`src/rtl/core/pft_pkg.sv`:
```
`default_nettype none

package pft_pkg;

    // Longest varint that the wire format allows
    localparam int unsigned VARINT_MAX_BYTES = 10;

    localparam logic [15:0] MAX_LEN_RESET = 16'hffff;

    // Result kinds
    localparam logic [1:0] KIND_INTEGER = 2'd0;
    localparam logic [1:0] KIND_HEADER  = 2'd1;
    localparam logic [1:0] KIND_PAYLOAD = 2'd2;
    localparam logic [1:0] KIND_ERROR   = 2'd3;

    // Wire types
    localparam logic [2:0] WT_VARINT = 3'd0;
    localparam logic [2:0] WT_LEN    = 3'd2;

    // Error codes
    localparam logic [2:0] ERR_NONE      = 3'd0;
    localparam logic [2:0] ERR_TRUNCATED = 3'd1;
    localparam logic [2:0] ERR_OVERFLOW  = 3'd2;
    localparam logic [2:0] ERR_NONCANON  = 3'd3;
    localparam logic [2:0] ERR_BAD_TAG   = 3'd4;
    localparam logic [2:0] ERR_BAD_LEN   = 3'd5;
    localparam logic [2:0] ERR_BAD_WT    = 3'd6;

    typedef struct packed {
        logic [7:0] data_byte;
        logic       message_end;
    } t_in_item;

    typedef struct packed {
        logic [1:0]  item_kind;
        logic [28:0] field_number;
        logic [1:0]  wire_code;
        logic [63:0] field_value;
        logic [7:0]  payload_data;
        logic        payload_final;
        logic [2:0]  error_code;
        logic        end_of_message;
    } t_out_item;

    // Result handed from the decoder to the output register
    typedef struct packed {
        logic      valid;
        t_out_item item;
    } t_result;

endpackage

`default_nettype wire

```
`src/rtl/core/pft_in_stage.sv`:
```
`default_nettype none

module pft_in_stage
    import pft_pkg::*;
(
    input  wire logic     i_clk,
    input  wire logic     i_rst_n,
    input  wire logic     i_valid,
    input  wire t_in_item i_item,
    input  wire logic     i_consume,
    output logic          o_stall,
    output logic          o_valid,
    output t_in_item      o_item
);

    logic     r_valid;
    t_in_item r_item;
    logic     take;

    // Refill whenever the held byte leaves or the slot is empty
    assign take    = !r_valid || i_consume;
    assign o_stall = !take;
    assign o_valid = r_valid;
    assign o_item  = r_item;

    always_ff @(posedge i_clk) begin
        if (!i_rst_n) begin
            r_valid <= 1'b0;
        end else if (take) begin
            r_valid <= i_valid;
        end
    end

    always_ff @(posedge i_clk) begin
        if (take && i_valid) begin
            r_item <= i_item;
        end
    end

endmodule

`default_nettype wire

```
`src/rtl/core/pft_decode.sv`:
```
`default_nettype none

module pft_decode
    import pft_pkg::*;
(
    input  wire logic        i_clk,
    input  wire logic        i_rst_n,
    input  wire logic        i_cfg_wr_en,
    input  wire logic [15:0] i_cfg_wr_data,
    input  wire logic        i_valid,
    input  wire t_in_item    i_item,
    input  wire logic        i_out_ready,
    output logic             o_consume,
    output t_result          o_result
);

    typedef enum logic [2:0] {
        PH_TAG,
        PH_VALUE,
        PH_LENGTH,
        PH_PAYLOAD,
        PH_DRAIN
    } t_phase;

    t_phase      r_phase, n_phase;
    logic [63:0] r_acc, n_acc;
    logic [3:0]  r_idx, n_idx;
    logic [28:0] r_fnum, n_fnum;
    logic [15:0] r_left, n_left;
    logic [15:0] r_max_len;

    logic [5:0]  shamt;
    logic [63:0] merged;
    logic [15:0] left_dec;
    logic        is_len;
    logic        fault;
    logic [2:0]  fault_code;
    t_result     res;
    logic [7:0]  b;
    logic        e;

    assign b        = i_item.data_byte;
    assign e        = i_item.message_end;
    assign is_len   = (r_phase == PH_LENGTH);
    assign shamt    = 6'({2'b00, r_idx} * 6'd7);
    assign merged   = r_acc | (64'(b[6:0]) << shamt);
    assign left_dec = (r_left != 16'd0) ? (r_left - 16'd1) : r_left;

    always_comb begin
        n_phase    = r_phase;
        n_acc      = r_acc;
        n_idx      = r_idx;
        n_fnum     = r_fnum;
        n_left     = r_left;
        fault      = 1'b0;
        fault_code = ERR_NONE;
        res        = '0;

        unique case (r_phase)
            PH_DRAIN: begin
                if (e) begin
                    n_phase = PH_TAG;
                    n_acc   = '0;
                    n_idx   = '0;
                end
            end
            PH_PAYLOAD: begin
                n_left = left_dec;
                if (left_dec == 16'd0) begin
                    n_phase                   = PH_TAG;
                    res.valid                 = 1'b1;
                    res.item.item_kind        = KIND_PAYLOAD;
                    res.item.field_number     = r_fnum;
                    res.item.wire_code        = WT_LEN[1:0];
                    res.item.payload_data     = b;
                    res.item.payload_final    = 1'b1;
                    res.item.end_of_message   = e;
                end else if (e) begin
                    fault      = 1'b1;
                    fault_code = ERR_BAD_LEN;
                end else begin
                    res.valid                 = 1'b1;
                    res.item.item_kind        = KIND_PAYLOAD;
                    res.item.field_number     = r_fnum;
                    res.item.wire_code        = WT_LEN[1:0];
                    res.item.payload_data     = b;
                end
            end
            PH_TAG, PH_VALUE, PH_LENGTH: begin
                priority if (r_idx >= 4'(VARINT_MAX_BYTES)) begin
                    fault      = 1'b1;
                    fault_code = is_len ? ERR_BAD_LEN : ERR_OVERFLOW;
                end else if (r_idx == 4'(VARINT_MAX_BYTES - 1) && b[7:1] != 7'd0) begin
                    fault      = 1'b1;
                    fault_code = is_len ? ERR_BAD_LEN : ERR_OVERFLOW;
                end else if (b[7]) begin
                    if (e) begin
                        fault      = 1'b1;
                        fault_code = is_len ? ERR_BAD_LEN : ERR_TRUNCATED;
                    end else begin
                        n_acc = merged;
                        n_idx = r_idx + 4'd1;
                    end
                end else if (r_idx != 4'd0 && b[6:0] == 7'd0) begin
                    fault      = 1'b1;
                    fault_code = is_len ? ERR_BAD_LEN : ERR_NONCANON;
                end else begin
                    // Varint complete: merged holds its value
                    n_acc = '0;
                    n_idx = '0;
                    if (r_phase == PH_TAG) begin
                        if (merged == 64'd0 || merged[63:32] != 32'd0) begin
                            fault      = 1'b1;
                            fault_code = ERR_BAD_TAG;
                        end else begin
                            n_fnum = merged[31:3];
                            if (merged[2:0] == WT_VARINT) begin
                                if (e) begin
                                    fault      = 1'b1;
                                    fault_code = ERR_TRUNCATED;
                                end else begin
                                    n_phase = PH_VALUE;
                                end
                            end else if (merged[2:0] == WT_LEN) begin
                                if (e) begin
                                    fault      = 1'b1;
                                    fault_code = ERR_BAD_LEN;
                                end else begin
                                    n_phase = PH_LENGTH;
                                end
                            end else begin
                                fault      = 1'b1;
                                fault_code = ERR_BAD_WT;
                            end
                        end
                    end else if (r_phase == PH_VALUE) begin
                        n_phase                 = PH_TAG;
                        res.valid               = 1'b1;
                        res.item.item_kind      = KIND_INTEGER;
                        res.item.field_number   = r_fnum;
                        res.item.wire_code      = WT_VARINT[1:0];
                        res.item.field_value    = merged;
                        res.item.end_of_message = e;
                    end else begin
                        if (merged[63:16] != 48'd0 || merged[15:0] > r_max_len) begin
                            fault      = 1'b1;
                            fault_code = ERR_BAD_LEN;
                        end else if (merged == 64'd0) begin
                            n_phase                 = PH_TAG;
                            res.valid               = 1'b1;
                            res.item.item_kind      = KIND_HEADER;
                            res.item.field_number   = r_fnum;
                            res.item.wire_code      = WT_LEN[1:0];
                            res.item.end_of_message = e;
                        end else if (e) begin
                            fault      = 1'b1;
                            fault_code = ERR_BAD_LEN;
                        end else begin
                            n_phase               = PH_PAYLOAD;
                            n_left                = merged[15:0];
                            res.valid             = 1'b1;
                            res.item.item_kind    = KIND_HEADER;
                            res.item.field_number = r_fnum;
                            res.item.wire_code    = WT_LEN[1:0];
                            res.item.field_value  = merged;
                        end
                    end
                end
            end
            default: begin
                n_phase = PH_TAG;
                n_acc   = '0;
                n_idx   = '0;
            end
        endcase

        // Error: report, clear varint state, drop the rest of the message
        if (fault) begin
            n_acc                   = '0;
            n_idx                   = '0;
            n_phase                 = e ? PH_TAG : PH_DRAIN;
            res                     = '0;
            res.valid               = 1'b1;
            res.item.item_kind      = KIND_ERROR;
            res.item.error_code     = fault_code;
            res.item.end_of_message = e;
        end
    end

    // Advance when the output has room or this byte gives no result
    assign o_consume      = i_valid && (i_out_ready || !res.valid);
    assign o_result.valid = o_consume && res.valid;
    assign o_result.item  = res.item;

    always_ff @(posedge i_clk) begin
        if (!i_rst_n) begin
            r_phase   <= PH_TAG;
            r_acc     <= '0;
            r_idx     <= '0;
            r_fnum    <= '0;
            r_left    <= '0;
            r_max_len <= MAX_LEN_RESET;
        end else begin
            if (i_cfg_wr_en) begin
                r_max_len <= i_cfg_wr_data;
            end
            if (o_consume) begin
                r_phase <= n_phase;
                r_acc   <= n_acc;
                r_idx   <= n_idx;
                r_fnum  <= n_fnum;
                r_left  <= n_left;
            end
        end
    end

endmodule

`default_nettype wire

```
`src/rtl/core/pft_out_stage.sv`:
```
`default_nettype none

module pft_out_stage
    import pft_pkg::*;
(
    input  wire logic    i_clk,
    input  wire logic    i_rst_n,
    input  wire t_result i_result,
    input  wire logic    i_stall,
    output logic         o_ready,
    output logic         o_valid,
    output t_out_item    o_item
);

    logic      r_valid;
    t_out_item r_item;

    assign o_ready = !r_valid || !i_stall;
    assign o_valid = r_valid;
    assign o_item  = r_item;

    always_ff @(posedge i_clk) begin
        if (!i_rst_n) begin
            r_valid <= 1'b0;
        end else if (i_result.valid) begin
            r_valid <= 1'b1;
        end else if (!i_stall) begin
            r_valid <= 1'b0;
        end
    end

    always_ff @(posedge i_clk) begin
        if (i_result.valid) begin
            r_item <= i_result.item;
        end
    end

endmodule

`default_nettype wire

```
`src/rtl/core/protobuf_field_tokenizer_top.sv`:
```
// Protobuf field tokenizer: takes an encoded message one byte per transfer
// (message_end marks its last byte) and returns at most one result per byte:
// an integer field, a bytes-field header carrying its length, each payload
// byte (the last one flagged payload_final), or an error. Tags must be
// nonzero with field numbers below 2^29 and wire type 0 or 2; varints that
// are truncated, overlong or noncanonical are rejected, as are lengths above
// max_field_length. After an error every byte up to the end of the message
// is dropped silently. Throughput is one byte per clock while the output is
// not stalled: the tokenizer state (phase, varint accumulator, payload
// count) is updated by one short decode stage per byte. An input transfer
// passes through the input register and then the result register before
// its result appears. Bytes that give no result do not wait for output
// room. max_field_length must be written only while the block is idle.
`default_nettype none

module protobuf_field_tokenizer_top
    import pft_pkg::*;
(
    input  wire logic        i_clk,
    input  wire logic        i_rst_n,
    // configuration: one register, written when the enable is high
    input  wire logic        i_cfg_wr_en,
    input  wire logic [15:0] i_cfg_wr_data,
    // byte input
    input  wire logic        i_in_valid,
    input  wire t_in_item    i_in_item,
    output logic             o_in_stall,
    // result output
    output logic             o_out_valid,
    output t_out_item        o_out_item,
    input  wire logic        i_out_stall
);

    logic     in_valid;
    t_in_item in_item;
    logic     consume;
    logic     out_ready;
    t_result  result;

    // Hold the accepted byte until the decoder takes it
    pft_in_stage u_in_stage (
        .i_clk     (i_clk),
        .i_rst_n   (i_rst_n),
        .i_valid   (i_in_valid),
        .i_item    (i_in_item),
        .i_consume (consume),
        .o_stall   (o_in_stall),
        .o_valid   (in_valid),
        .o_item    (in_item)
    );

    // Decode one byte against the tokenizer state and advance it
    pft_decode u_decode (
        .i_clk         (i_clk),
        .i_rst_n       (i_rst_n),
        .i_cfg_wr_en   (i_cfg_wr_en),
        .i_cfg_wr_data (i_cfg_wr_data),
        .i_valid       (in_valid),
        .i_item        (in_item),
        .i_out_ready   (out_ready),
        .o_consume     (consume),
        .o_result      (result)
    );

    // Register the result; it frees as soon as the consumer drops stall
    pft_out_stage u_out_stage (
        .i_clk    (i_clk),
        .i_rst_n  (i_rst_n),
        .i_result (result),
        .i_stall  (i_out_stall),
        .o_ready  (out_ready),
        .o_valid  (o_out_valid),
        .o_item   (o_out_item)
    );

endmodule

`default_nettype wire
```
`config.mk`:
```
export PLATFORM = sky130hd
export DESIGN_NAME = protobuf_field_tokenizer_top
export DESIGN_NICKNAME = d
export VERILOG_FILES = /design/src/rtl/core/pft_pkg.sv /design/src/rtl/core/pft_in_stage.sv /design/src/rtl/core/pft_decode.sv /design/src/rtl/core/pft_out_stage.sv /design/src/rtl/core/protobuf_field_tokenizer_top.sv
export SDC_FILE = /design/constraint.sdc
export NUM_CORES = 1
export LEC_CHECK = 0
export BUFFER_PORTS_ARGS = -buffer_cell sky130_fd_sc_hd__clkbuf_2
export CELL_PAD_IN_SITES_DETAIL_PLACEMENT = 0
export CELL_PAD_IN_SITES_GLOBAL_PLACEMENT = 2
export CORE_ASPECT_RATIO = 0.75
export CORE_MARGIN = 5
export CORE_UTILIZATION = 40
export CTS_CLUSTER_SIZE = 10
export DETAILED_ROUTE_END_ITERATION = 10
export MAX_ROUTING_LAYER = met4
export PLACE_DENSITY_LB_ADDON = 0.15
export SLEW_MARGIN = 25
export SYNTH_ARGS = -nofsm -noshare
export SYNTH_HDL_FRONTEND = slang
export SYNTH_HIERARCHICAL = 1
export SYNTH_SLANG_ARGS = --single-unit
export TNS_END_PERCENT = 20
```
`constraint.sdc`:
```
create_clock -name i_clk -period 13.55 [get_ports i_clk]
set_input_delay 1.355 -clock i_clk [delete_from_list [all_inputs] [get_ports i_clk]]
set_output_delay 1.355 -clock i_clk [all_outputs]
set_load 0.03 [all_outputs]
```
==> impl_metrics.tcl <==
set metrics [dict create \
    status "finished clean" \
    criticalPathCategory "reg -> reg" \
    cts-root-buf "clkbuf_16" \
    numCtsBuffers 30 \
    postCtsSetupRepairBufs 0 \
    crit_start "u_decode/r_idx[0]" \
    worst_path_max_delay_cell "or2_1" \
    cp_cell_sequence "inv_1 -> fa_1 -> inv_1 -> ha_1 -> inv_1 -> fa_1 -> xor2_1 -> nand2_1 -> nor2_1 -> a21oi_1 -> inv_1 -> ha_1 -> a22o_1 -> nor4_1 -> o221ai_1 -> a2111oi_0 -> o21ai_0 -> o41a_1 -> o22ai_4 -> or2_1 -> and2_4 -> buf_4" \
    cp_num_cells 22 \
    wl_mm 43.6 \
    n_antenna_cell 0 \
    cts_tree "yes" \
    crit_path_end "u_out_stage/o_item[86]" \
    synth.ff_latch_count 253 \
    nNetsFinal 1517 \
    initial_core_util_pct 40.8 \
    grt_usage_pct 24.3 \
    async_flop_share_pct 0 \
    dr.pass1.iters 5 \
    area_growth_pct 14.3 \
    irDropWorstVdd_mv 0.0965 \
    route.detailed.drc 0 \
    syn_inst 1351 \
    die_area_um2 35800 \
    crit-reg2reg-launch "u_decode/r_idx[0]" \
    drt_iter0_drc 1015 \
    synth_edf_count 119 \
    maxCapViolCount 0 \
    layout_commonest_cell "nor2_1" \
    routed.top_layer "met4" \
    avgSynthCellArea_um2 9.50 \
    ys.flop_type "dfxtp_1" \
    leakage_nw 5.55 \
    rrSetupSlack_ns 3.71 \
    crit_fanout 73 \
    rows 56 \
    antenna_found_initial 0 \
    arrival_ns 10.04 \
    min_period_ns 9.84 \
    grt_pass1_wl_mm 66.0 \
    grt_start_max_net_pins 74 \
    final_max_slew_viol_count 0 \
    post-route-period-util_pct 72.6 \
    max_stage_delay_ns 0.86 \
    hp-class "reg -> reg" \
    via_per_inst 5.84 \
    slew_headroom_pct 31.9 \
    yosysWarnings 6 \
    post_cts_resized 0 \
    tightest_slew_ns 1.02 \
    met3WireLength_mm 3.01 \
    die_w_um 217 \
    grt_overflow 0 \
    p_per_area_nw_per_um2 139 \
    boundaryPins 142 \
    wl_met2_mm 17.9 \
    dp.final_hpwl_mm 29.9 \
    ant_nets 0 \
    multi_input_area_um2 6010 \
    n_fill_cell 3067 \
    coreArea_um2 31500 \
    synth_cell_types 82 \
    finalSetupTns_ns 0 \
    r2r_end "u_out_stage/o_item[86]" \
    io_buffers 141 \
    hold_viol 0 \
    clkLatencyLatePin_ns 0.59 \
    syn-num-nets 1414 \
    clock_path_buffers 3 \
    wirelength_met1_mm 21.9 \
    grt_pass1_vias 10500 \
    worstPathRequired_ns 13.76 \
    power_mw 2.04 \
    fin_worst_skew_ns 0.0306 \
    drive_above_1_share_pct 18.0 \
    cts.sinks 253 \
    setup_viol 0 \
    endpoint_kind "flop" \
    cp_num_buf_inv 5 \
    final_cell_mix "nor2_1, clkbuf_2, nand2_1" \
    path_clk_slew_ns 0.07 \
    cp_common_cell "inv_1" \
    ys_seq_area_share_pct 48.7 \
    startpoint_type "flop" \
    area.sequential_um2 6260 \
    cp_top_family "compound AO/OA/AOI/OAI gates" \
    rsz0062_at_grt "false" \
    syn_area_um2 12800 \
    routedWlPerCell_um 23.2 \
    dieHeight_um 165 \
    rr_worst_depth 22 \
    fmax_mhz 102 \
    hold_buffers 0 \
    gp_congestion 0.895 \
    htree_levels 1 \
    vias 11000 \
]
==> report_power, final <==
part           internal, mW  switching (mW)  leakage [nW]
Sequential            0.871          0.0300          2.24
Clock                 0.419           0.323         0.427
Combinational         0.102           0.299          2.88
==> worst min-delay path by stage <==
stage                         from             endpoint  slack (ns)  cells after the start
6_report       u_decode/r_fnum[12]  u_decode/r_fnum[12]        0.46                      2
5_1_grt          u_decode/r_acc[4]    u_decode/r_acc[4]        0.48                      2
4_1_cts        u_decode/r_fnum[15]  u_decode/r_fnum[15]        0.46                      2
3_5_place_dp   u_decode/r_fnum[15]  u_decode/r_fnum[15]        0.45                      2
3_3_place_gp   u_decode/r_fnum[12]  u_decode/r_fnum[12]        0.44                      2
2_1_floorplan  u_decode/r_fnum[12]  u_decode/r_fnum[12]        0.43                      2
==> per-stage QoR <==
step | setup slack (ns) | cells | hold slack [ns] | instance area (µm²) | util, %
finish | 3.71 | 1883 | 0.456 | 14700 | 46.6
global route | 2.93 | 1883 | 0.480 | 14700 | 46.6
CTS | 3.64 | 1883 | 0.459 | 14700 | 46.6
detailed placement | 3.66 | 1828 | 0.448 | 13800 | 43.8
global placement | 3.59 | 1828 | 0.443 | 13800 | 43.7
floorplan | 5.00 | 1351 | 0.430 | 12800 | -
==> cells in the mapped netlist, types with 12 or more instances <==
| cell | n | area share, % |
|---|---|---|
| nor4_1 | 16 | 0.78 |
| edfxtp_1 | 119 | 28 |
| a21oi_1 | 105 | 4.1 |
| or3_1 | 20 | 0.97 |
| ha_1 | 29 | 2.8 |
| clkbuf_1 | 53 | 1.5 |
| mux2i_1 | 28 | 2.2 |
| nor2_1 | 175 | 5.1 |
| a41oi_1 | 15 | 1.0 |
| o21ai_0 | 33 | 1.3 |
| a31oi_1 | 42 | 2.0 |
| and2_1 | 46 | 2.2 |
| nand4_1 | 13 | 0.63 |
| a211oi_2 | 24 | 2.3 |
| buf_2 | 13 | 0.51 |
| o211ai_1 | 19 | 1.1 |
| o22ai_1 | 14 | 0.68 |
| nand3b_1 | 26 | 1.5 |
| nor2b_1 | 15 | 0.73 |
| or4_1 | 12 | 0.70 |
| nand3_1 | 24 | 0.94 |
| nand2_1 | 139 | 4.1 |
| dfxtp_1 | 134 | 21 |
| inv_1 | 47 | 1.4 |
| nor3_1 | 26 | 1.0 |
==> final cells by class <==
type                    count  share of cell area (%)
flip-flops and latches    253                    42.6
multi-input cells         963                    40.9
repair buffers            159                    5.73
clock buffers              50                    5.70
well taps                 406                    3.46
inverters                  47                    1.20
clock inverters             5                   0.350
==> worst reg2reg max path, delay by kind of cell, from the launching register on <==
family | cells | cell delay, ns
adders and majority gates | 4 | 1.43
xor gates and xnor gates | 1 | 0.78
buffers and inverters | 5 | 1.46
and+or+nand+nor | 5 | 2.35
DFF | 1 | 0.83
AOI/OAI and AO/OA | 7 | 2.47
==> cell families (layout without fill, tap and decap cells) <==
group                      count (synthesis)  in the layout  share of synthesized area (%)
muxes                                     38             38                           3.37
DFF                                      253            253                           48.7
buffers and inverters                    135            261                           4.98
AOI/OAI and AO/OA                        330            330                           17.8
other                                      1              1                         0.0292
and+or+nand+nor                          556            556                           21.3
adders and majority gates                 33             33                           3.45
xor gates and xnor gates                   5              5                          0.341
==> registers in the layout, indices dropped and copies added, names as in the netlist <==
signal and cells:
u_decode/r_acc 64, u_decode/r_fnum 29, u_decode/r_idx 4, u_decode/r_left 16, u_decode/r_max_len 16, u_decode/r_phase 3
u_in_stage/o_item 9, u_in_stage/o_valid 1, u_out_stage/o_item 110, u_out_stage/o_valid 1
==> metal layers <==
layer	vias to the layer above	GRT usage, %
li1	5129	-
met1	5418	37.8
met2	404	33.5
met3	53	4.06
met4	0	4.51
met5	-	-
Note: power is estimated with default switching activity, not from simulation.
